--- config.mk ---
export PLATFORM = sky130hd
export DESIGN_NAME = ir_pulse_distance_decoder_unit
export DESIGN_NICKNAME = d
export VERILOG_FILES = /design/src/rtl/ird_pkg.sv /design/src/rtl/ird_step.sv /design/src/rtl/ir_pulse_distance_decoder_unit.sv
export SDC_FILE = /design/constraint.sdc
export NUM_CORES = 1
export LEC_CHECK = 0
export ABC_CLOCK_PERIOD_IN_PS = 3800
export BUFFER_PORTS_ARGS = -buffer_cell sky130_fd_sc_hd__buf_2
export CAP_MARGIN = 40
export CORE_MARGIN = 5
export CORE_UTILIZATION = 55
export CTS_CLUSTER_DIAMETER = 200
export DETAILED_ROUTE_END_ITERATION = 10
export PLACE_DENSITY = 0.8
export SLEW_MARGIN = 20
export SYNTH_ARGS = -nofsm -noshare
export SYNTH_HDL_FRONTEND = slang
export SYNTH_SLANG_ARGS = --single-unit
--- constraint.sdc ---
create_clock -name clk -period 3.8 [get_ports clk]
set_input_delay 0.19 -clock clk [delete_from_list [all_inputs] [get_ports clk]]
set_output_delay 0.19 -clock clk [all_outputs]
set_load 0.01 [all_outputs]
--- src/rtl/ird_pkg.sv ---
package ird_pkg;

  // Fixed field widths of the stream words.
  localparam int STAMP_W    = 16;
  localparam int COUNT_W    = 6;
  localparam int CODE_OUT_W = 16;
  localparam int PHASE_W    = 2;
  localparam int CFG_IDX_W  = 2;

  // Default frame geometry.
  localparam int FRAME_BITS_DEF = 32;
  localparam int CODE_WIDTH_DEF = 16;

  // Register reset values in microseconds.
  localparam logic [STAMP_W-1:0] LEADER_MARK_RESET = 16'd9000;
  localparam logic [STAMP_W-1:0] LEADER_GAP_RESET  = 16'd4000;
  localparam logic [STAMP_W-1:0] ONE_THRESH_RESET  = 16'd200;

  // Configuration register indexes.
  localparam logic [CFG_IDX_W-1:0] REG_LEADER_MARK = 2'd0;
  localparam logic [CFG_IDX_W-1:0] REG_LEADER_GAP  = 2'd1;
  localparam logic [CFG_IDX_W-1:0] REG_ONE_THRESH  = 2'd2;

  // Decoder phase; the unused code is treated as idle.
  typedef enum logic [PHASE_W-1:0] {
    PH_IDLE = 2'd0,
    PH_GAP  = 2'd1,
    PH_DATA = 2'd2
  } phase_t;

  // Timing thresholds.
  typedef struct packed {
    logic [STAMP_W-1:0] leader_mark_min;
    logic [STAMP_W-1:0] leader_gap_min;
    logic [STAMP_W-1:0] one_threshold;
  } cfg_t;

  // One result word.
  typedef struct packed {
    logic                  frame_done;
    logic [CODE_OUT_W-1:0] code_word;
    logic [PHASE_W-1:0]    decoder_phase;
    logic [COUNT_W-1:0]    bit_count;
  } result_t;

endpackage

--- src/rtl/ird_step.sv ---
module ird_step #(
  parameter int FRAME_BITS = ird_pkg::FRAME_BITS_DEF,
  parameter int CODE_WIDTH = ird_pkg::CODE_WIDTH_DEF
) (
  input  logic                          clk,
  input  logic                          rst,
  input  logic                          en,
  input  logic                          pin_level,
  input  logic [ird_pkg::STAMP_W-1:0]   edge_time,
  input  ird_pkg::cfg_t                 cfg,
  output ird_pkg::result_t              res
);
  import ird_pkg::*;

  phase_t                phase, phase_next;
  logic [STAMP_W-1:0]    rise_stamp, rise_stamp_next;
  logic [STAMP_W-1:0]    fall_stamp, fall_stamp_next;
  logic [COUNT_W-1:0]    bits_seen, bits_seen_next;
  logic [CODE_WIDTH-1:0] code_shift, code_shift_next;
  logic [CODE_WIDTH-1:0] code_shifted;
  logic [STAMP_W-1:0]    since_rise, since_fall;
  logic                  frame_full, frame_end, done;

  // Durations wrap modulo the timestamp width.
  assign since_rise = edge_time - rise_stamp;
  assign since_fall = edge_time - fall_stamp;
  assign frame_full = (bits_seen == COUNT_W'(FRAME_BITS));
  assign frame_end  = (bits_seen >= COUNT_W'(FRAME_BITS));

  // New bit enters at the top as the code shifts right.
  always_comb begin
    code_shifted = code_shift >> 1;
    code_shifted[CODE_WIDTH-1] = (since_fall > cfg.one_threshold);
  end

  // Next phase.
  always_comb begin
    unique case (phase)
      PH_GAP: begin
        if (pin_level && (since_fall > cfg.leader_gap_min)) begin
          phase_next = PH_DATA;
        end else begin
          phase_next = PH_IDLE;
        end
      end
      PH_DATA: begin
        if (!pin_level && frame_full) begin
          phase_next = PH_IDLE;
        end else begin
          phase_next = PH_DATA;
        end
      end
      default: begin
        if (!pin_level && (since_rise > cfg.leader_mark_min)) begin
          phase_next = PH_GAP;
        end else begin
          phase_next = PH_IDLE;
        end
      end
    endcase
  end

  // Timestamps, bit counter, code register and frame flag.
  always_comb begin
    rise_stamp_next = rise_stamp;
    fall_stamp_next = fall_stamp;
    bits_seen_next  = bits_seen;
    code_shift_next = code_shift;
    done            = 1'b0;
    unique case (phase)
      PH_GAP: begin
        if (pin_level) begin
          rise_stamp_next = edge_time;
        end
      end
      PH_DATA: begin
        if (pin_level) begin
          rise_stamp_next = edge_time;
          if (!frame_end) begin
            code_shift_next = code_shifted;
            bits_seen_next  = bits_seen + COUNT_W'(1);
          end
        end else begin
          fall_stamp_next = edge_time;
          done            = frame_full;
        end
      end
      default: begin
        if (pin_level) begin
          rise_stamp_next = edge_time;
          bits_seen_next  = '0;
          code_shift_next = '0;
        end else begin
          fall_stamp_next = edge_time;
        end
      end
    endcase
  end

  // Decoder state advances once per accepted word.
  always_ff @(posedge clk) begin
    if (rst) begin
      phase      <= PH_IDLE;
      rise_stamp <= '0;
      fall_stamp <= '0;
      bits_seen  <= '0;
      code_shift <= '0;
    end else if (en) begin
      phase      <= phase_next;
      rise_stamp <= rise_stamp_next;
      fall_stamp <= fall_stamp_next;
      bits_seen  <= bits_seen_next;
      code_shift <= code_shift_next;
    end
  end

  // Result reflects the state after this edge.
  generate
    if (CODE_WIDTH >= CODE_OUT_W) begin : g_code_trunc
      assign res.code_word = code_shift_next[CODE_OUT_W-1:0];
    end else begin : g_code_ext
      assign res.code_word = CODE_OUT_W'(code_shift_next);
    end
  endgenerate

  assign res.frame_done    = done;
  assign res.decoder_phase = phase_next;
  assign res.bit_count     = bits_seen_next;

endmodule

--- src/rtl/ir_pulse_distance_decoder_unit.sv ---
// Pulse-distance infrared frame decoder.
// The slave stream carries one pin edge per word: the level after the edge
// and a 16-bit microsecond timestamp. Each accepted edge yields exactly one
// master word with the decoder phase, bit count and code register after that
// edge; tlast is high on the word whose falling edge completes a frame.
// A leader mark, then a leader gap, start a frame; each later low space is
// one bit, shifted in at the top of the code register.
// Output is valid in the cycle after input accept. One edge is taken every
// cycle while the receiver keeps up: the phase, timestamps and code register
// update in a single combinational pass of subtracts, compares and a shift.
// When the receiver stalls, the result word holds and the slave side stalls
// with it; a new edge is accepted in the same cycle the held word is taken.
// Reset clears the phase to idle, the timestamps, bit count and code to zero,
// restores the default thresholds (9000, 4000 and 200 microseconds) and
// empties the result register. Thresholds are written through
// cfg_we/cfg_addr/cfg_wdata while idle; the block itself does not enforce this.
module ir_pulse_distance_decoder_unit #(
  parameter int FRAME_BITS = ird_pkg::FRAME_BITS_DEF,
  parameter int CODE_WIDTH = ird_pkg::CODE_WIDTH_DEF
) (
  input  logic                          clk,
  input  logic                          rst,
  // Slave stream: bit 0 pin_level, bits 16:1 edge_time, bits 23:17 zero.
  input  logic                          s_tvalid,
  output logic                          s_tready,
  input  logic [23:0]                   s_tdata,
  // Master stream: bits 15:0 code_word, bits 17:16 decoder_phase,
  // bits 23:18 bit_count.
  output logic                          m_tvalid,
  input  logic                          m_tready,
  output logic [23:0]                   m_tdata,
  output logic                          m_tlast,
  // Configuration write port.
  input  logic                          cfg_we,
  input  logic [ird_pkg::CFG_IDX_W-1:0] cfg_addr,
  input  logic [ird_pkg::STAMP_W-1:0]   cfg_wdata
);
  import ird_pkg::*;

  cfg_t    cfg;
  result_t step_res;
  result_t out_res;
  logic    out_valid;
  logic    accept;

  // Input is taken whenever the result register is empty or being drained.
  assign s_tready = !out_valid || m_tready;
  assign accept   = s_tvalid && s_tready;

  // Threshold registers.
  always_ff @(posedge clk) begin
    if (rst) begin
      cfg.leader_mark_min <= LEADER_MARK_RESET;
      cfg.leader_gap_min  <= LEADER_GAP_RESET;
      cfg.one_threshold   <= ONE_THRESH_RESET;
    end else if (cfg_we) begin
      unique case (cfg_addr)
        REG_LEADER_MARK: cfg.leader_mark_min <= cfg_wdata;
        REG_LEADER_GAP:  cfg.leader_gap_min  <= cfg_wdata;
        REG_ONE_THRESH:  cfg.one_threshold   <= cfg_wdata;
        default: begin
        end
      endcase
    end
  end

  ird_step #(
    .FRAME_BITS (FRAME_BITS),
    .CODE_WIDTH (CODE_WIDTH)
  ) u_step (
    .clk       (clk),
    .rst       (rst),
    .en        (accept),
    .pin_level (s_tdata[0]),
    .edge_time (s_tdata[STAMP_W:1]),
    .cfg       (cfg),
    .res       (step_res)
  );

  // Result register valid flag.
  always_ff @(posedge clk) begin
    if (rst) begin
      out_valid <= 1'b0;
    end else if (accept) begin
      out_valid <= 1'b1;
    end else if (m_tready) begin
      out_valid <= 1'b0;
    end
  end

  // Result register payload.
  always_ff @(posedge clk) begin
    if (accept) begin
      out_res <= step_res;
    end
  end

  assign m_tvalid = out_valid;
  assign m_tlast  = out_res.frame_done;
  assign m_tdata  = {out_res.bit_count, out_res.decoder_phase, out_res.code_word};

endmodule

==> out/results.txt, run 1 <==
Hold Crit Endpoint = cfg[24]
Main synth FF type = dfxtp_1
max-slew violations = 0
CTS tree = done
max incr delay on CP = 0.55 ns
Hold Fails Final Rpt = 0
Residual DRC = 0
top cell type by total area after synthesis = dfxtp_1
final wirelength = 17.91 mm
vias in the first global route = 6046
PwrDens = 444.7 mW/mm2
Yosys Warn Count = 0
HPWL after detailed placement = 12.89 mm
multiplexer share of the synthesized area = 0.2813%
H-tree Lvls = 4
Synth top cells by count = 183 x nand2_1, 120 x a21oi_1, 105 x dfxtp_1, 93 x inv_1, 82 x ha_1
Compound-Gate Fraction of Synth Area = 20.54%
share of cells above drive strength 1 = 11.50%
Pre-antenna DRT Iters = 7
CP startpoint kind = flop
EDFF count, synth = 25
Critical Path RT = 4.10 ns
asr flop ratio synth = 0%
sequential area share after synthesis = 37.73%
Hold Crit Start = cfg_wdata[8]
Non-Filler Instances = 1176
CTS Sinks = 130
Final min period = 3.709 ns
endpoint type of the worst setup path = flop
Worst VDD drop = 352.4 uV
most common cell in the netlist = nand2_1
IO buf count = 66
Worst Path Buf+Inv = 2
fin nets = 1118
max cap viols = 0
CTS max path bufs = 2
Die Span Y = 127.3 um
core area = 0.01335 mm2
Setup Viol. Count Final = 0
Detail Route Antenna Nets = 0
initial core utilization = 56.65%
largest fanout on the critical path = 5
post-synth net total = 1059
mapped cell area = 0.007561 mm2
Logic pwr share = 19.8%
Crit Path Class = reg2reg
global-route wire length before repair = 29.24 mm
crit path max-delay cell type = or4_4
global route total overflow = 0
Syn-to-layout area delta = 14.96%
cells after synthesis = 928
diode count = 0
DRT iter0 DRCs = 502
switching share of total power = 27.82%
Distinct cells, synth = 58
initial antenna violation count = 0
Tightest Pin Transition = 0.8059 ns
FF-to-FF path depth = 16
CTS buffer count = 17
Clock power frac = 41.8%
Placement Rows = 42
worst reg2reg startpoint = u_step.fall_stamp[2]
synthesized-area fraction occupied by adder cells = 14.10%
Max Freq = 269.6 MHz
top-area cell type share of the netlist area = 27.80%
status = finished clean
root buf cell = clkbuf_16
CP top delay family = simple AND/OR/NAND/NOR gates
Die ar. = 0.01619 mm2
vias per inst = 5.615
DR vias = 6603
worst hold stages = 2
largest family of logic cells by synthesized area = compound AO/OA/AOI/OAI gates
Seq pwr share = 38.4%
Synth Area in Simple Gates = 18.17%
number of synthesized register bits = 130
setup slack, reg-to-reg = 0.09 ns
post-synthesis xor/xnor area fraction = 2.548%
Syn Area/Cell = 8.148 um2
Relative slew margins = 46.27%
CP cell instances = inv_1 > ha_1 > nor2b_2 > o31a_1 > o221ai_2 > o21ai_1 > buf_4 > or4_1 > nand4_1 > ha_1 > nand3_1 > or4_4 > a21o_1 > o211a_1 > nor3_4 > a21o_1
drt wl/cell = 15.23 um
ranking of synthesized cells by area = dfxtp_1 28%, ha_1 14%, edfxtp_1 9.9%
Pleak = 0.003537 uW
fraction of the cycle the final worst path needs = 97.60%
Placer Congestion = 0.8799
GRT Resource Usage Total = 22.32%
Hold Crit Class = in2reg
Psw = 1075 uW
num ports = 74
worst skew pair latency = 0.42 ns
Clock Pin Slew Worst Setup and Hold Paths = 0.06 ns
largest net degree at the start of global routing = 56
internal power = 2790 uW
Die W = 127.3 um
Finished Core Util = 65.12%
Arr. time, crit path = 4.01 ns
Placed Cells = 1140
reg-to-reg endpoint = m_tdata[15]
clk_skew = 0.006948 ns
-- placed cells by master (no fill, tap or decap), types with 6 or more instances in the layout --
| cell | Yosys | layout |
|---|---|---|
| inv_1 | 93 | 93 |
| o21a_1 | 15 | 15 |
| ha_1 | 82 | 82 |
| xnor2_1 | 14 | 14 |
| edfxtp_1 | 25 | 25 |
| dfxtp_1 | 105 | 105 |
| nand2_1 | 183 | 183 |
| buf_2 | 5 | 65 |
| a21o_1 | 14 | 14 |
| and3_1 | 6 | 6 |
| buf_4 | 0 | 10 |
| nand4_1 | 12 | 12 |
| xor2_1 | 8 | 8 |
| nand3_1 | 9 | 9 |
| a21oi_1 | 120 | 120 |
| o21ai_0 | 25 | 24 |
| a211o_1 | 15 | 15 |
| nor2b_1 | 10 | 9 |
| a22o_1 | 17 | 17 |
| nor2_1 | 48 | 48 |
| clkbuf_16 | 0 | 18 |
| a31oi_1 | 8 | 8 |
| nor3_1 | 12 | 11 |
-- through the flow --
| step | power, uW | hold slack [ns] | instance area (um2) | worst slack, ns | setup TNS [ns] |
|---|---|---|---|---|---|
| after global routing | 4052 | 0.01689 | 8692 | -0.05279 | -0.06731 |
| final | 3865 | 0.01821 | 8692 | 0.09133 | 0 |
| after global placement | 2223 | 0.4248 | 8026 | -0.0001295 | -0.0001295 |
| after floorplan | 2038 | 0.3078 | 7561 | 0.3137 | 0 |
| after CTS | 3874 | 0.002518 | 8660 | 0.03427 | 0 |
| after detailed placement | 2244 | 0.4299 | 8041 | -0.1023 | -0.1658 |
-- power by group through the flow --
stage | clock network (uW) | registers (uW) | logic, uW
after floorplan | 0 | 1520 | 522
after global placement | 0 | 1510 | 713
after detailed placement | 0 | 1510 | 732
after CTS | 1640 | 1480 | 747
after global routing | 1710 | 1490 | 859
final | 1620 | 1480 | 766
-- cell families (layout without fill, tap and decap cells) --
logic type      Yosys count  after routing
mux                       2              2
flops                   130            130
xor+xnor                 22             22
compound gates          247            247
fa+ha+maj                84             84
buf+inv                 132            204
simple gates            311            311
-- registers in the layout (all words and copies together), names as in the netlist --
register,cells
cfg,48
m_tdata,24
u_step.code_shift,16
u_step.fall_stamp,16
u_step.rise_stamp,16
u_step.bits_seen,6
u_step.phase,2
m_tlast,1
m_tvalid,1
-- worst register-to-register path, stage by stage, from the launching register on --
cell      delay (ns)
dfxtp_1         0.32
inv_1           0.04
ha_1            0.32
nor2b_2         0.18
o31a_1          0.28
o221ai_2        0.20
o21ai_1         0.10
buf_4           0.16
or4_1           0.40
nand4_1         0.14
ha_1            0.18
nand3_1         0.14
or4_4           0.55
a21o_1          0.17
o211a_1         0.14
nor3_4          0.15
a21o_1          0.10
-- per-layer routing --
layer	global-route usage, %	vias up	wire (um)
met2	38.48	189	8874
li1	-	3326	-
met1	27.06	3050	7621
met3	5.175	38	949
met4	8.644	0	465
met5	0	-	0
-- worst max-delay path by stage --
stage	from	to	slack (ns)	depth (start not counted)
2_1_floorplan	u_step.fall_stamp[0]	m_tdata[15]	0.31	15
3_3_place_gp	s_tdata[1]	m_tdata[15]	-0.0001	18
3_5_place_dp	s_tdata[1]	m_tdata[15]	-0.10	18
4_1_cts	u_step.fall_stamp[0]	m_tdata[15]	0.03	16
5_1_grt	u_step.fall_stamp[2]	m_tdata[15]	-0.05	16
6_report	u_step.fall_stamp[2]	m_tdata[15]	0.09	16
-- area by class of cell --
class | instances | area (um2)
fill | 1104 | 4656
multi-input combinational | 666 | 4242
sequential | 130 | 2853
clock buffer | 24 | 483.0
timing repair buffer | 79 | 445.4
inverter | 93 | 349.1
tap | 176 | 220.2
clock inverter | 8 | 100.1
-- timing repair --
item	in CTS	in global routing
endpoints found under the hold margin	4	0
hold buffers	3	0
endpoints found under the setup margin	2	4
pin swaps	0	2
gates cloned	0	0
setup buffers	0	1
gates resized for setup	1	6
No activity file was read; power rests on OpenSTA's default activity.
==> inputs of run 2 (changes only) <==
--- a/config.mk
+++ b/config.mk
@@ -10,6 +10,7 @@
 export CAP_MARGIN = 40
 export CORE_MARGIN = 5
 export CORE_UTILIZATION = 55
+export CTS_BUF_LIST = sky130_fd_sc_hd__clkbuf_8
 export CTS_CLUSTER_DIAMETER = 200
 export DETAILED_ROUTE_END_ITERATION = 10
 export PLACE_DENSITY = 0.8
==> run 2 against run 1 <==
- cell count is 2.6% higher
- worst setup slack improved by 0.0089 ns
- non-clock buffer count increased by 30
- total power shrank 10%
- clock skew grew 0.0015 ns
- wire length is 0.89% higher
- fmax increased by 0.24%
- via count increased by 1.1%
- cell area rose by 1.7%
- combinational power rose by 3.7%
- critical endpoint unchanged
==> out/results.txt, run 2 (synthesized netlist as in run 1, its figures left out) <==
CTS max path bufs = 2 (unchanged)
GRT Resource Usage Total = 22.77% (was 22.32%)
Worst VDD drop = 317.9 uV (was 352.4 uV)
Pleak = 0.003597 uW (was 0.003537 uW)
commonest non-fill, non-tap cell in the layout = nand2_1 (unchanged)
diode count = 0 (unchanged)
Die ar. = 0.01619 mm2 (unchanged)
Most flops, register = cfg (unchanged)
worst skew pair latency = 0.47 ns (was 0.42 ns)
Die Span Y = 127.3 um (unchanged)
largest net degree at the start of global routing = 56 (unchanged)
Final min period = 3.700 ns (was 3.709 ns)
Finished Core Util = 66.20% (was 65.12%)
Critical Path RT = 4.14 ns (was 4.10 ns)
Setup Viol. Count Final = 0 (unchanged)
Setup Total Neg Slack = 0 ns (unchanged)
global-route wire length before repair = 29.69 mm (was 29.24 mm)
Syn-to-layout area delta = 16.86% (was 14.96%)
Residual DRC = 0 (unchanged)
Hold Crit Class = in2reg (unchanged)
Pre-antenna DRT Iters = 5 (was 7)
HPWL after detailed placement = 12.89 mm (unchanged)
CTS tree = done (unchanged)
drt wl/cell = 14.98 um (was 15.23 um)
Die W = 127.3 um (unchanged)
final wirelength = 18.07 mm (was 17.91 mm)
initial antenna violation count = 0 (unchanged)
Place WS = -0.1023 ns (unchanged)
fin nets = 1148 (was 1118)
share of cells above drive strength 1 = 11.65% (was 11.50%)
max-slew violations = 0 (unchanged)
vias per inst = 5.535 (was 5.615)
largest fanout on the critical path = 6 (was 5)
Max Freq = 270.3 MHz (was 269.6 MHz)
Fillers = 1100 (was 1104)
global route total overflow = 0 (unchanged)
most frequent cells in the layout = 183 x nand2_1, 120 x a21oi_1, 105 x dfxtp_1, 98 x inv_1, 80 x ha_1 (was 183 x nand2_1, 120 x a21oi_1, 105 x dfxtp_1, 93 x inv_1, 82 x ha_1)
endpoint type of the worst setup path = flop (unchanged)
CTS Sinks = 130 (unchanged)
root buf cell = clkbuf_8 (was clkbuf_16)
Crit Path Class = in2reg (was reg2reg)
final setup margin = 0.1002 ns (was 0.09133 ns)
fraction of the cycle the final worst path needs = 97.36% (was 97.60%)
top sig layer = met4 (unchanged)
vias in the first global route = 6173 (was 6046)
Relative slew margins = 46.94% (was 46.27%)
Detail Route Antenna Nets = 0 (unchanged)
status = finished clean (unchanged)
DRT iter0 DRCs = 579 (was 502)
Met3 Routed Length = 916 um (was 949 um)
num ports = 74 (unchanged)
CTS buffer count = 17 (unchanged)
Reg area = 0.002853 mm2 (unchanged)
multi-input logic area = 0.004272 mm2 (was 0.004242 mm2)
Tightest Pin Transition = 0.7959 ns (was 0.8059 ns)
max cap viols = 0 (unchanged)
Clock Pin Slew Worst Setup and Hold Paths = 0.07 ns (was 0.06 ns)
initial core utilization = 56.65% (unchanged)
Placer Congestion = 0.8799 (unchanged)
Hold Fails Final Rpt = 0 (unchanged)
Non-Filler Instances = 1206 (was 1176)
clk_skew = 0.008496 ns (was 0.006948 ns)
Placed Cells = 1140 (unchanged)
CP startpoint kind = primary input (was flop)
IO buf count = 66 (unchanged)
DR WL met2 = 8.995 mm (was 8.874 mm)
met1 WL = 7.648 mm (was 7.621 mm)
Arr. time, crit path = 4.04 ns (was 4.01 ns)
H-tree Lvls = 4 (unchanged)
number of flip-flops in the largest register = 48 (unchanged)
core area = 0.01335 mm2 (unchanged)
DR vias = 6675 (was 6603)
PwrDens = 393.0 mW/mm2 (was 444.7 mW/mm2)
Placement Rows = 42 (unchanged)
run 2: cell types whose count changed in the layout (fill, tap and decap cells not counted), sizes merged:
cell / change
bufinv: +1
clkbuf: -6
inv: +5
dlygate4sd3: +30
run 2: path summary, 6_finish.rpt:
check | start | end | slack, ns | depth (start not counted)
setup / recovery | s_tdata[2] | m_tdata[15] | 0.10 | 18
hold / removal | m_tready | m_tvalid | 0.07 | 3
setup reg to reg | u_step.fall_stamp[0] | m_tdata[15] | 0.12 | 16
hold reg to reg | cfg[17] | cfg[17] | 0.45 | 2
run 2: critical path, stage by stage:
cell and delay [ns]:
dlygate4sd3_1 0.54, buf_2 0.18, inv_1 0.09, fa_2 0.41, nor2b_2 0.14, o31a_1 0.20, o221ai_2 0.12, o21ai_1 0.17
buf_4 0.17, or4_1 0.10, nand4_1 0.13, ha_1 0.34, nand3_1 0.13, or4_4 0.54, a21o_1 0.18, o211a_1 0.14
nor3_4 0.14, a21o_1 0.10
run 2: timing repair:
item,4_1_cts,5_1_grt
endpoints found under the setup margin,2,6
resized for setup,1,11
pin swaps,0,4
endpoints found under the hold margin,79,0
buffers inserted,0,1
hold buffers,33,0
run 2: where the power goes:
part | internal (uW) | total [uW] | switching (uW)
Combinational | 332 | 794 | 461
Clock | 653 | 1200 | 545
Sequential | 1460 | 1480 | 23.1
Total | 2440 | 3470 | 1030
run 2: metrics by stage:
step	instance area, um2	hold slack [ns]	power (uW)
after floorplan	7561	0.3078	2038
after global placement	8026	0.4248	2223
after detailed placement	8041	0.4299	2244
after CTS	8773	0.02735	3473
after global routing	8836	0.05324	3659
final	8836	0.06831	3472
run 2: metal layers:
layer | track usage (%) | up-vias
met3 | 5.259 | 43
met5 | 0 | -
met1 | 27.60 | 3056
li1 | - | 3378
met2 | 39.04 | 198
met4 | 9.274 | 0
run 2: cell type report:
class / instances / area share (%)
clock inverter: 14 / 1.685
tap: 176 / 2.492
inverter: 93 / 3.951
timing repair buffer: 109 / 8.440
clock buffer: 18 / 2.804
sequential: 130 / 32.29
multi-input combinational: 666 / 48.34
